==> config.mk <==
export PLATFORM = sky130hd
export DESIGN_NAME = mirror_set_read_balancer_unit
export DESIGN_NICKNAME = d
export VERILOG_FILES = /design/src/sv/mrb_pkg.sv /design/src/sv/mrb_run_unit.sv /design/src/sv/mirror_set_read_balancer_unit.sv
export VERILOG_INCLUDE_DIRS = /design/src /design/src/sv
export SDC_FILE = /design/constraint.sdc
export NUM_CORES = 1
export LEC_CHECK = 0
export BUFFER_PORTS_ARGS = -buffer_cell sky130_fd_sc_hd__buf_4
export CORE_MARGIN = 2
export CORE_UTILIZATION = 55
export CTS_CLUSTER_DIAMETER = 60
export DETAILED_ROUTE_END_ITERATION = 6
export GPL_TIMING_DRIVEN = 0
export PLACE_DENSITY_LB_ADDON = 0.05
export SLEW_MARGIN = 10
export SYNTH_ARGS = -nofsm -noshare
export SYNTH_HDL_FRONTEND = slang
export SYNTH_SLANG_ARGS = --single-unit
==> constraint.sdc <==
create_clock -name clk -period 5.7 [get_ports clk]
set_input_delay 0.855 -clock clk [delete_from_list [all_inputs] [get_ports clk]]
set_output_delay 0.855 -clock clk [all_outputs]
set_load 0.02 [all_outputs]
==> src/sv/mirror_set_read_balancer_unit_defines.svh <==
// ----------------------------------------------------------------------------
// Mirror set read balancer: assertion macros
// Shared property wrappers, clocked on clk and held off during reset.
// ----------------------------------------------------------------------------
`ifndef MIRROR_SET_READ_BALANCER_UNIT_DEFINES_SVH
`define MIRROR_SET_READ_BALANCER_UNIT_DEFINES_SVH

// Same-cycle implication
`define MRB_ASSERT_NOW(lbl, ante, cons) \
	lbl: assert property (@(posedge clk) disable iff (!arst_n) (ante) |-> (cons)) \
		else $error("mirror balancer check failed");

// Next-cycle implication
`define MRB_ASSERT_NEXT(lbl, ante, cons) \
	lbl: assert property (@(posedge clk) disable iff (!arst_n) (ante) |=> (cons)) \
		else $error("mirror balancer check failed");

`endif

==> src/sv/mrb_pkg.sv <==
// ----------------------------------------------------------------------------
// Mirror set read balancer package
// Request and status codes, sizes, sequencer states and shared types.
// ----------------------------------------------------------------------------
`timescale 1ns / 1ps

package mrb_pkg;
	localparam int MAX_MIRRORS = 8;
	localparam logic [16:0] RUN_MAX = 17'h1FFFF;

	typedef enum logic [2:0] {
		REQ_START  = 3'd0,
		REQ_READ   = 3'd1,
		REQ_WRITE  = 3'd2,
		REQ_RETRY  = 3'd3,
		REQ_FAIL   = 3'd4,
		REQ_SPARE  = 3'd5
	} req_t;

	localparam logic [2:0] ST_OK        = 3'd0;
	localparam logic [2:0] ST_NO_MIRROR = 3'd1;
	localparam logic [2:0] ST_LAST_DISK = 3'd2;
	localparam logic [2:0] ST_NOT_SPARE = 3'd3;
	localparam logic [2:0] ST_NO_READER = 3'd4;

	localparam logic [1:0] SP_WRITE_ONLY = 2'd0;
	localparam logic [1:0] SP_INACTIVE   = 2'd1;
	localparam logic [1:0] SP_ACTIVE     = 2'd2;

	localparam logic [1:0] CFG_MIRROR_COUNT = 2'd0;
	localparam logic [1:0] CFG_SECTOR_LIMIT = 2'd1;
	localparam logic [1:0] CFG_INIT_MASK    = 2'd2;

	typedef enum logic [2:0] {
		S_IDLE,
		S_EXEC,
		S_SEQ,
		S_SKIP,
		S_RING,
		S_FAIL,
		S_SPARE,
		S_FIN
	} state_t;

	typedef struct packed {
		logic        switch_mirror;
		logic [16:0] run_count;
		logic [31:0] next_expected;
	} run_res_t;
endpackage

==> src/sv/mrb_run_unit.sv <==
// ----------------------------------------------------------------------------
// Mirror set read balancer: sequential run unit
// Registers the start sector of a read and judges the sequential run.
// ----------------------------------------------------------------------------
`timescale 1ns / 1ps

module mrb_run_unit
	import mrb_pkg::*;
(
	input  logic        clk,
	input  logic        load,
	input  logic [31:0] block_number,
	input  logic [7:0]  block_sectors,
	input  logic [31:0] expected_sector,
	input  logic [16:0] run_count,
	input  logic [15:0] limit,
	output run_res_t    res
);
	logic [31:0] prod_q;
	logic [7:0]  sec_q;
	logic [17:0] sum;
	logic [16:0] sat;

	// 32x8 product, registered before use
	always_ff @(posedge clk) begin
		if (load) begin
			prod_q <= block_number * {24'd0, block_sectors};
			sec_q  <= block_sectors;
		end
	end

	always_comb begin
		sum = {1'b0, run_count} + {10'd0, sec_q};
		sat = sum[17] ? RUN_MAX : sum[16:0];
		res.run_count = sat;
		res.next_expected = prod_q + {24'd0, sec_q};
		if (prod_q == expected_sector) begin
			res.switch_mirror = (sat >= {1'b0, limit});
		end else begin
			res.switch_mirror = 1'b1;
		end
	end
endmodule

==> src/sv/mirror_set_read_balancer_unit.sv <==
// ----------------------------------------------------------------------------
// Mirror set read balancer
// Chooses mirrors of a RAID-1 set for reads, writes, retries and upkeep.
// ----------------------------------------------------------------------------
// Requests arrive on the s_ stream, one transaction per request; one result
// transaction per request leaves on the m_ stream. Registers are to be written
// on the plain cfg_ port only while the block is idle; the user must keep to
// this; the block does not enforce it. A request is latched and executed;
// then write, retry, plain failure or spare change go straight to the result
// register; read judges the run and, on a switch, walks the ring past
// write-only members; start links the ring one slot per step, top down;
// failure relink and spare activation walk the slots one per step, then
// end the walk.
// The ring walks use one slot-stepping datapath driven by the sequencer;
// the read run arithmetic uses one registered 32x8 multiplier.
// s_tready is high only while the sequencer is idle. A finished result sits
// in the output register; the next request is taken while it waits, and a
// stalled receiver holds a later request at its final step.
// Reset clears every mark, the ring, the run state and the result register.
// ----------------------------------------------------------------------------
`timescale 1ns / 1ps
`include "mirror_set_read_balancer_unit_defines.svh"

module mirror_set_read_balancer_unit
	import mrb_pkg::*;
(
	input  logic        clk,
	input  logic        arst_n,
	input  logic        cfg_we,
	input  logic [1:0]  cfg_index,
	input  logic [15:0] cfg_wdata,
	input  logic        s_tvalid,
	output logic        s_tready,
	// req_type[2:0], block_number[34:3], block_sectors[42:35],
	// mirror_index[45:43], spare_state[47:46]
	input  logic [47:0] s_tdata,
	output logic        m_tvalid,
	input  logic        m_tready,
	// chosen_mirror[2:0], target_mask[10:3], target_count[14:11],
	// status[17:15], working_count[21:18]
	output logic [23:0] m_tdata
);
	// configuration
	logic [3:0]  mcount_q;
	logic [15:0] limit_q;
	logic [7:0]  imask_q;

	// set state
	logic [7:0]  op_q, wo_q, sp_q;
	logic [2:0]  nxt_q [MAX_MIRRORS];
	logic [2:0]  cur_q;
	logic [31:0] exp_q;
	logic [16:0] run_q;
	logic [3:0]  work_q;

	// request and sequencer
	state_t      state_q, state_d;
	logic [2:0]  req_q, idx_q, j_q, tgt_q;
	logic [1:0]  sps_q;
	logic [3:0]  k_q;
	logic [2:0]  chosen_q, stat_q;
	logic [7:0]  mask_q;
	logic [3:0]  cnt_q;

	// result register
	logic        mv_q;
	logic [21:0] mdat_q;

	logic        acc, out_load;
	logic [3:0]  n;
	logic [7:0]  in_slots, on_mask, op_slots;
	logic [2:0]  first_on, first_op;
	logic        any_op;
	logic [2:0]  ki;
	logic        fail_go, spare_go, skip_more, walk_end, spare_hit;
	run_res_t    rr;

	assign acc = s_tvalid && s_tready;

	mrb_run_unit u_run (
		.clk             (clk),
		.load            (acc),
		.block_number    (s_tdata[34:3]),
		.block_sectors   (s_tdata[42:35]),
		.expected_sector (exp_q),
		.run_count       (run_q),
		.limit           (limit_q),
		.res             (rr)
	);

	// Slot count and the masks derived from it
	always_comb begin
		if (mcount_q == 4'd0) n = 4'd1;
		else if (mcount_q > 4'(MAX_MIRRORS)) n = 4'(MAX_MIRRORS);
		else n = mcount_q;
		for (int i = 0; i < MAX_MIRRORS; i++) in_slots[i] = (4'(i) < n);
		on_mask  = imask_q & in_slots;
		op_slots = op_q & in_slots;
		first_on = '0;
		for (int i = MAX_MIRRORS - 1; i >= 0; i--) if (on_mask[i]) first_on = 3'(i);
		first_op = '0;
		any_op   = |op_slots;
		for (int i = MAX_MIRRORS - 1; i >= 0; i--) if (op_slots[i]) first_op = 3'(i);
	end

	// Sequencer conditions
	always_comb begin
		ki        = k_q[2:0];
		fail_go   = (work_q != 4'd1) && in_slots[idx_q] && op_q[idx_q];
		spare_go  = sp_q[idx_q] && (sps_q == SP_ACTIVE);
		skip_more = (k_q < 4'(MAX_MIRRORS)) && wo_q[cur_q];
		walk_end  = (k_q >= n);
		spare_hit = (ki != idx_q) && op_q[ki] && !wo_q[ki];
	end

	// Next state
	always_comb begin
		state_d = state_q;
		case (state_q)
			S_IDLE: if (acc) state_d = S_EXEC;
			S_EXEC: begin
				case (req_q)
					REQ_START: state_d = (|on_mask) ? S_RING : S_FIN;
					REQ_READ:  state_d = S_SEQ;
					REQ_FAIL:  state_d = fail_go ? S_FAIL : S_FIN;
					REQ_SPARE: state_d = spare_go ? S_SPARE : S_FIN;
					default:   state_d = S_FIN;
				endcase
			end
			S_SEQ:   state_d = rr.switch_mirror ? S_SKIP : S_FIN;
			S_SKIP:  if (!skip_more) state_d = S_FIN;
			S_RING:  if (k_q == 4'd0) state_d = S_FIN;
			S_FAIL:  if (walk_end) state_d = S_FIN;
			S_SPARE: if (walk_end || spare_hit) state_d = S_FIN;
			S_FIN:   if (out_load) state_d = S_IDLE;
			default: state_d = S_IDLE;
		endcase
	end

	// Handshake outputs
	always_comb begin
		s_tready = (state_q == S_IDLE);
		out_load = (state_q == S_FIN) && (!mv_q || m_tready);
		m_tvalid = mv_q;
		m_tdata  = {2'b00, mdat_q};
	end

	always_ff @(posedge clk or negedge arst_n) begin
		if (!arst_n) begin
			state_q <= S_IDLE;
			mv_q    <= 1'b0;
			mdat_q  <= '0;
		end else begin
			state_q <= state_d;
			if (out_load) begin
				mv_q   <= 1'b1;
				mdat_q <= {work_q, stat_q, cnt_q, mask_q, chosen_q};
			end else if (m_tready) begin
				mv_q <= 1'b0;
			end
		end
	end

	// Configuration registers
	always_ff @(posedge clk or negedge arst_n) begin
		if (!arst_n) begin
			mcount_q <= 4'd2;
			limit_q  <= 16'd128;
			imask_q  <= 8'd3;
		end else if (cfg_we) begin
			case (cfg_index)
				CFG_MIRROR_COUNT: mcount_q <= cfg_wdata[3:0];
				CFG_SECTOR_LIMIT: limit_q  <= cfg_wdata;
				CFG_INIT_MASK:    imask_q  <= cfg_wdata[7:0];
				default: ;
			endcase
		end
	end

	// Set state and per-request datapath
	always_ff @(posedge clk or negedge arst_n) begin
		if (!arst_n) begin
			op_q <= '0; wo_q <= '0; sp_q <= '0;
			for (int i = 0; i < MAX_MIRRORS; i++) nxt_q[i] <= '0;
			cur_q <= '0; exp_q <= '0; run_q <= '0; work_q <= '0;
			req_q <= '0; idx_q <= '0; sps_q <= '0; j_q <= '0; tgt_q <= '0;
			k_q <= '0; chosen_q <= '0; stat_q <= '0; mask_q <= '0; cnt_q <= '0;
		end else begin
			case (state_q)
				S_IDLE: if (acc) begin
					// latch the request, clear the result fields
					req_q    <= s_tdata[2:0];
					idx_q    <= s_tdata[45:43];
					sps_q    <= s_tdata[47:46];
					k_q      <= '0;
					chosen_q <= '0;
					stat_q   <= ST_OK;
					mask_q   <= '0;
					cnt_q    <= '0;
				end
				S_EXEC: begin
					case (req_q)
						REQ_START: begin
							op_q   <= on_mask;
							wo_q   <= '0;
							sp_q   <= in_slots & ~on_mask;
							for (int i = 0; i < MAX_MIRRORS; i++) nxt_q[i] <= '0;
							exp_q  <= '0;
							run_q  <= '0;
							work_q <= 4'($countones(on_mask));
							cur_q  <= first_on;
							j_q    <= first_on;
							k_q    <= 4'(MAX_MIRRORS - 1);
							if (!(|on_mask)) stat_q <= ST_NO_MIRROR;
						end
						REQ_READ: chosen_q <= cur_q;
						REQ_WRITE: begin
							mask_q <= op_slots;
							cnt_q  <= 4'($countones(op_slots));
						end
						REQ_RETRY: begin
							chosen_q <= first_op;
							stat_q   <= (!any_op || first_op == idx_q) ? ST_NO_MIRROR : ST_OK;
						end
						REQ_FAIL: begin
							if (work_q == 4'd1) begin
								stat_q <= (in_slots[idx_q] && !op_q[idx_q]) ? ST_OK : ST_LAST_DISK;
							end else if (fail_go) begin
								op_q[idx_q] <= 1'b0;
								tgt_q       <= nxt_q[idx_q];
								if (work_q != 4'd0) work_q <= work_q - 4'd1;
							end
						end
						REQ_SPARE: begin
							if (!sp_q[idx_q]) begin
								stat_q <= ST_NOT_SPARE;
							end else begin
								case (sps_q)
									SP_WRITE_ONLY: begin
										op_q[idx_q] <= 1'b1;
										wo_q[idx_q] <= 1'b1;
									end
									SP_INACTIVE: begin
										op_q[idx_q] <= 1'b0;
										wo_q[idx_q] <= 1'b0;
									end
									SP_ACTIVE: begin
										sp_q[idx_q] <= 1'b0;
										wo_q[idx_q] <= 1'b0;
										if (work_q < 4'(MAX_MIRRORS)) work_q <= work_q + 4'd1;
									end
									default: stat_q <= ST_NO_MIRROR;
								endcase
							end
						end
						default: ;
					endcase
				end
				S_SEQ: begin
					exp_q <= rr.next_expected;
					if (rr.switch_mirror) begin
						run_q <= '0;
						cur_q <= nxt_q[cur_q];
						k_q   <= '0;
					end else begin
						run_q <= rr.run_count;
					end
				end
				S_SKIP: begin
					// advance past write-only members, bounded by MAX_MIRRORS
					if (skip_more) begin
						cur_q <= nxt_q[cur_q];
						k_q   <= k_q + 4'd1;
					end else if (wo_q[cur_q]) begin
						stat_q <= ST_NO_READER;
					end
				end
				S_RING: begin
					// link operational slots top down, wrapping to the lowest
					if (op_q[ki]) begin
						nxt_q[ki] <= j_q;
						j_q       <= ki;
					end
					if (k_q != 4'd0) k_q <= k_q - 4'd1;
				end
				S_FAIL: if (!walk_end) begin
					if (nxt_q[ki] == idx_q) nxt_q[ki] <= tgt_q;
					k_q <= k_q + 4'd1;
				end
				S_SPARE: begin
					if (walk_end) begin
						stat_q <= ST_NO_READER;
					end else if (spare_hit) begin
						nxt_q[ki]    <= idx_q;
						nxt_q[idx_q] <= nxt_q[ki];
					end else begin
						k_q <= k_q + 4'd1;
					end
				end
				default: ;
			endcase
		end
	end

	`MRB_ASSERT_NEXT(a_one_at_a_time, acc, !s_tready)
	`MRB_ASSERT_NOW(a_skip_bounded, state_q == S_SKIP, k_q <= 4'(MAX_MIRRORS))
	`MRB_ASSERT_NOW(a_work_bounded, m_tvalid, m_tdata[21:18] <= 4'(MAX_MIRRORS))
endmodule

==> results.md <==
- The flow ran to the end, but the final reports show violations.
- The final reports fail on DRC.
- The total power density per cell area is 490 nW/um2.
- The delay of the slowest cell on the worst path is 0.55 ns.
- The fraction of registers with async set or reset after synthesis is 82.9%.
- The global-route wire length before repair is 96.3 mm.
- The final critical-path share of the clock period is 97.7%.
- After detailed routing, the number of remaining DRC violations is 1.
- The maximum clock frequency is 180 MHz.
- The initial antenna violation count is 1.
- The final-layout fill cell count is 3280.
- Across all register-to-register paths, the minimum setup slack is 0.59 ns.
- After global routing the overflow that remains totals 0.
- The detailed placement HPWL is 46.7 mm.
- The later pin in the worst-skew pair is clocked with a latency of 0.58 ns.
- The die area is 39200 um2.
- 0 antenna diodes ended up in the layout.
- The gate count after technology mapping is 2299.
- Dividing the detail-routed wire length by the instance count gives 20.7 um.
- The kind of start point of the critical path is an input port.
- The final count of pins violating max slew is 0.
- The critical path data arrival time is 5.89 ns.
- The post-route netlist has 11.7% of its cells at a drive strength greater than 1.
- The mapped netlist covers 20700 um2.
- The number of global-route vias before repair was 17300.
- Port buffering added 94 buffers.
- The smallest clock period supported by the final layout is computed as 5.57 ns.
- The total iterations of the first detailed-routing run is 7.
- The number of vias per cell after detailed routing is 5.93.
- For this run, the leading register cell type out of synthesis is sky130_fd_sc_hd__dfrtp_1.
- The pin count of the biggest net entering global routing is 107.
- The slew of the pin with the lowest slew margin is 1.09 ns.
- The pre-CTS worst setup slack is -1.70 ns.
- The mean instance size in the synthesized netlist is 9.00 um2.
- The worst voltage drop across the vdd grid is 0.255 mV.
- The number of warnings reported in the yosys synthesis log is 0.
- The final number of hold-violating endpoints is 0.
- The count of cells along the worst register-to-register path is 21.
- The sort of element at the end of the critical path is a register.
- The CTS tree is done.
- In this run the number of H-tree levels came out at 1.
- For this configuration, the core starts out at a cell density of 55.4%.
- Along the worst path, the maximum fanout reaches 10.
- The register bit total from synthesis is 234.
- The final total power is 11.5 mW.
- During I/O placement, the number of pins put on the boundary was 97.
- At the worst endpoint, the required time is 6.02 ns.
- For this design, the CTS-stage hold fixing added 0 buffers.
- The slowest stage of the critical path is the sky130_fd_sc_hd__fa_1 cell.
- The final route contains 17400 vias.
- The tree built by TritonCTS fans out to 234 sinks.
- The total area inside the core boundary comes to 37300 um2.
- The initialized floorplan defines 71 standard-cell rows.
- The startpoint identified for the worst register-to-register timing path is u_run.sec_q[0].
- The buffer levels on the longest clock path is 3.
- Setup violations remaining at the end of the flow were counted as 0.
- The clock slew seen by the registers of the worst setup and hold paths is 0.06 ns.
- The remaining antenna violation count after routing is 0.
- The worst hold path class is in2async.
- The die extent in x is 198 um.
- The count of unique library cells instantiated by Yosys is 75.
- The number of synthesized flops with an enable pin is 40.
- The cell sitting at the root of the clock tree is a sky130_fd_sc_hd__clkbuf_16.
- The reported max-cap violation count is 0.
- In this run the tightest slew margin relative to its limit is 27.0%.
- The endpoint identified for the worst register-to-register timing path is state_q[2].
- The post-layout worst setup margin is 0.129 ns.
- In this run, CTS created clock tree buffers numbering 31.
- The classification of the worst setup path is in2reg.
- The area growth from synthesis to final layout is 13.0%.
- From bottom edge to top edge, the die measures 198 um.
- The final layout contains 2762 nets.
- For this run, the total global-route usage over all layers was measured as 31.7%.
- Traced cell by cell, the critical path runs through buf_4 -> clkbuf_8 -> and2_1 -> fa_1 -> fa_1 -> fa_1 -> inv_1 -> fa_1 -> inv_1 -> ha_1 -> buf_4 -> and3_4 -> and4_1 -> o21ai_2 -> a41oi_2 -> o21ai_2 -> a21boi_2 -> nor4_4 -> o41ai_4 -> a21oi_2 -> xnor2_2.
- Routability-driven placement finished with a final weighted congestion of 0.942.
- The cell that appears most often on the critical path is sky130_fd_sc_hd__fa_1.
- The worst clock skew is 0.0135 ns.
- The initial DRC count is 1416.
- Summing the sequential cell areas from Yosys gives 29.3% of the chip area.
- The final layout contains routed wiring with a total length of 60.7 mm.
- Summed over all cells, the static leakage comes to 10.5 nW.
-- metrics by stage --
step	cell area (um2)	hold WS (ns)	instances	utilization (%)	setup TNS, ns
floorplan	20700	0.444	2300	-	0
global placement	22000	0.461	2868	59.0	-14.17
detailed placement	22100	0.471	2870	59.2	-14.26
CTS	23300	0.311	2929	62.5	0
global route	23400	0.341	2929	62.7	-0.0222
finish	23400	0.274	2929	62.7	0
-- cell usage in the layout, fill, tap and decap left out, types with 14 or more instances in the layout --
cell | Yosys | routed
sky130_fd_sc_hd__nor3_1 | 23 | 23
sky130_fd_sc_hd__fa_1 | 167 | 167
sky130_fd_sc_hd__edfxtp_1 | 40 | 40
sky130_fd_sc_hd__buf_4 | 2 | 100
sky130_fd_sc_hd__nand2b_1 | 17 | 16
sky130_fd_sc_hd__nand2_1 | 288 | 288
sky130_fd_sc_hd__clkbuf_16 | 0 | 31
sky130_fd_sc_hd__nand3_1 | 54 | 54
sky130_fd_sc_hd__mux2_2 | 53 | 53
sky130_fd_sc_hd__o21ai_0 | 160 | 157
sky130_fd_sc_hd__a22oi_1 | 27 | 27
sky130_fd_sc_hd__inv_1 | 239 | 238
sky130_fd_sc_hd__nor2b_1 | 23 | 23
sky130_fd_sc_hd__mux4_2 | 14 | 14
sky130_fd_sc_hd__a21o_1 | 19 | 19
sky130_fd_sc_hd__ha_1 | 94 | 88
sky130_fd_sc_hd__o31ai_1 | 18 | 17
sky130_fd_sc_hd__xnor2_1 | 79 | 77
sky130_fd_sc_hd__xor2_1 | 43 | 43
sky130_fd_sc_hd__mux2i_1 | 24 | 24
sky130_fd_sc_hd__nand4_1 | 19 | 19
sky130_fd_sc_hd__nor2_1 | 162 | 162
sky130_fd_sc_hd__clkbuf_1 | 95 | 82
sky130_fd_sc_hd__a21oi_1 | 93 | 91
sky130_fd_sc_hd__o22ai_1 | 33 | 33
sky130_fd_sc_hd__dfrtp_1 | 190 | 190
sky130_fd_sc_hd__and2_1 | 128 | 128
sky130_fd_sc_hd__o21a_1 | 14 | 14
-- where the power goes --
part	leakage, nW	internal, mW	switching [mW]
sequential	2.89	2.32	0.398
clock	0.499	1.16	0.821
combinational	7.15	2.71	4.06
total	10.5	6.18	5.28
-- layer usage --
layer  wire length (um)  up-vias  GRT usage (%)
met5                  0        -              0
met4               2500        0           12.7
met3               3720      140           4.04
met2              29100      648           53.0
met1              25400     8578           42.0
li1                   -     8012              -
-- layout make-up --
class / instances / area (um2) / share of cell area, %
inverter: 242 / 912 / 3.90
multi-input combinational: 1712 / 13500 / 57.6
buffer: 110 / 518 / 2.22
clock buffer: 35 / 791 / 3.38
sequential: 234 / 6060 / 25.9
timing repair buffer: 99 / 783 / 3.35
tap: 474 / 593 / 2.54
clock inverter: 23 / 251 / 1.08
-- sequential cells by signal, indices dropped and copies added (netlist names), 4 cells and up --
signal	count
mask_q	8
cnt_q	4
limit_q	16
mdat_q	22
wo_q	8
op_q	8
sp_q	8
run_q	17
nxt_q	24
u_run.prod_q	32
imask_q	8
exp_q	32
u_run.sec_q	8
work_q	4
mcount_q	4
k_q	4
-- synth_stat cells (all sizes together) (12+ instances only) --
library cell	instances	area share, %
a211oi	12	0.50
a21o	19	0.69
a21oi	95	2.3
a22oi	27	0.98
and2	128	3.9
and3	14	0.42
buf	17	0.39
clkbuf	95	1.7
dfrtp	190	23
edfxtp	40	5.8
fa	167	16
ha	94	5.7
inv	241	4.4
mux2	53	2.9
mux2i	24	1.2
mux4	14	1.5
nand2	288	5.2
nand2b	17	0.51
nand3	54	1.3
nand4	19	0.57
nor2	165	3.0
nor2b	23	0.70
nor3	23	0.56
o21a	14	0.51
o21ai	163	3.9
o22ai	33	1.0
o31ai	18	0.65
xnor2	79	3.3
xor2	43	1.8
-- cells by family after synthesis --
family / count (synthesis) / share of synthesized area, %
mux: 91 / 5.57
compound gates: 472 / 14.3
other cells: 1 / 0.0181
buf+inv: 354 / 6.50
fa+ha+maj: 261 / 21.8
flops: 234 / 29.3
simple gates: 764 / 17.3
xor+xnor: 122 / 5.16
-- worst max-delay path by stage --
stage	from	to	slack (ns)	depth (start not counted)
final	s_tdata[37]	u_run.prod_q[30]	0.13	21
after global routing	s_tdata[37]	u_run.prod_q[31]	-0.02	21
after CTS	s_tdata[37]	u_run.prod_q[30]	0.007	21
after detailed placement	s_tdata[38]	u_run.prod_q[30]	-1.70	22
after global placement	s_tdata[37]	u_run.prod_q[30]	-1.69	21
after floorplan	s_tdata[41]	u_run.prod_q[30]	0.0006	21
-- worst max-delay path, delay by kind of cell --
kind	cells	cell delay [ns]
fa+ha+maj	5	2.39
simple gates	4	0.69
compound gates	6	1.19
xor+xnor	1	0.17
buf+inv	5	0.59
-- what timing repair did --
| item | 4_1_cts | 5_1_grt |
|---|---|---|
| buffers inserted | 3 | 0 |
| resized for setup | 44 | 25 |
| endpoints found under the setup margin | 13 | 12 |
| pin swaps | 7 | 10 |
(Power assumes the default switching activity.)
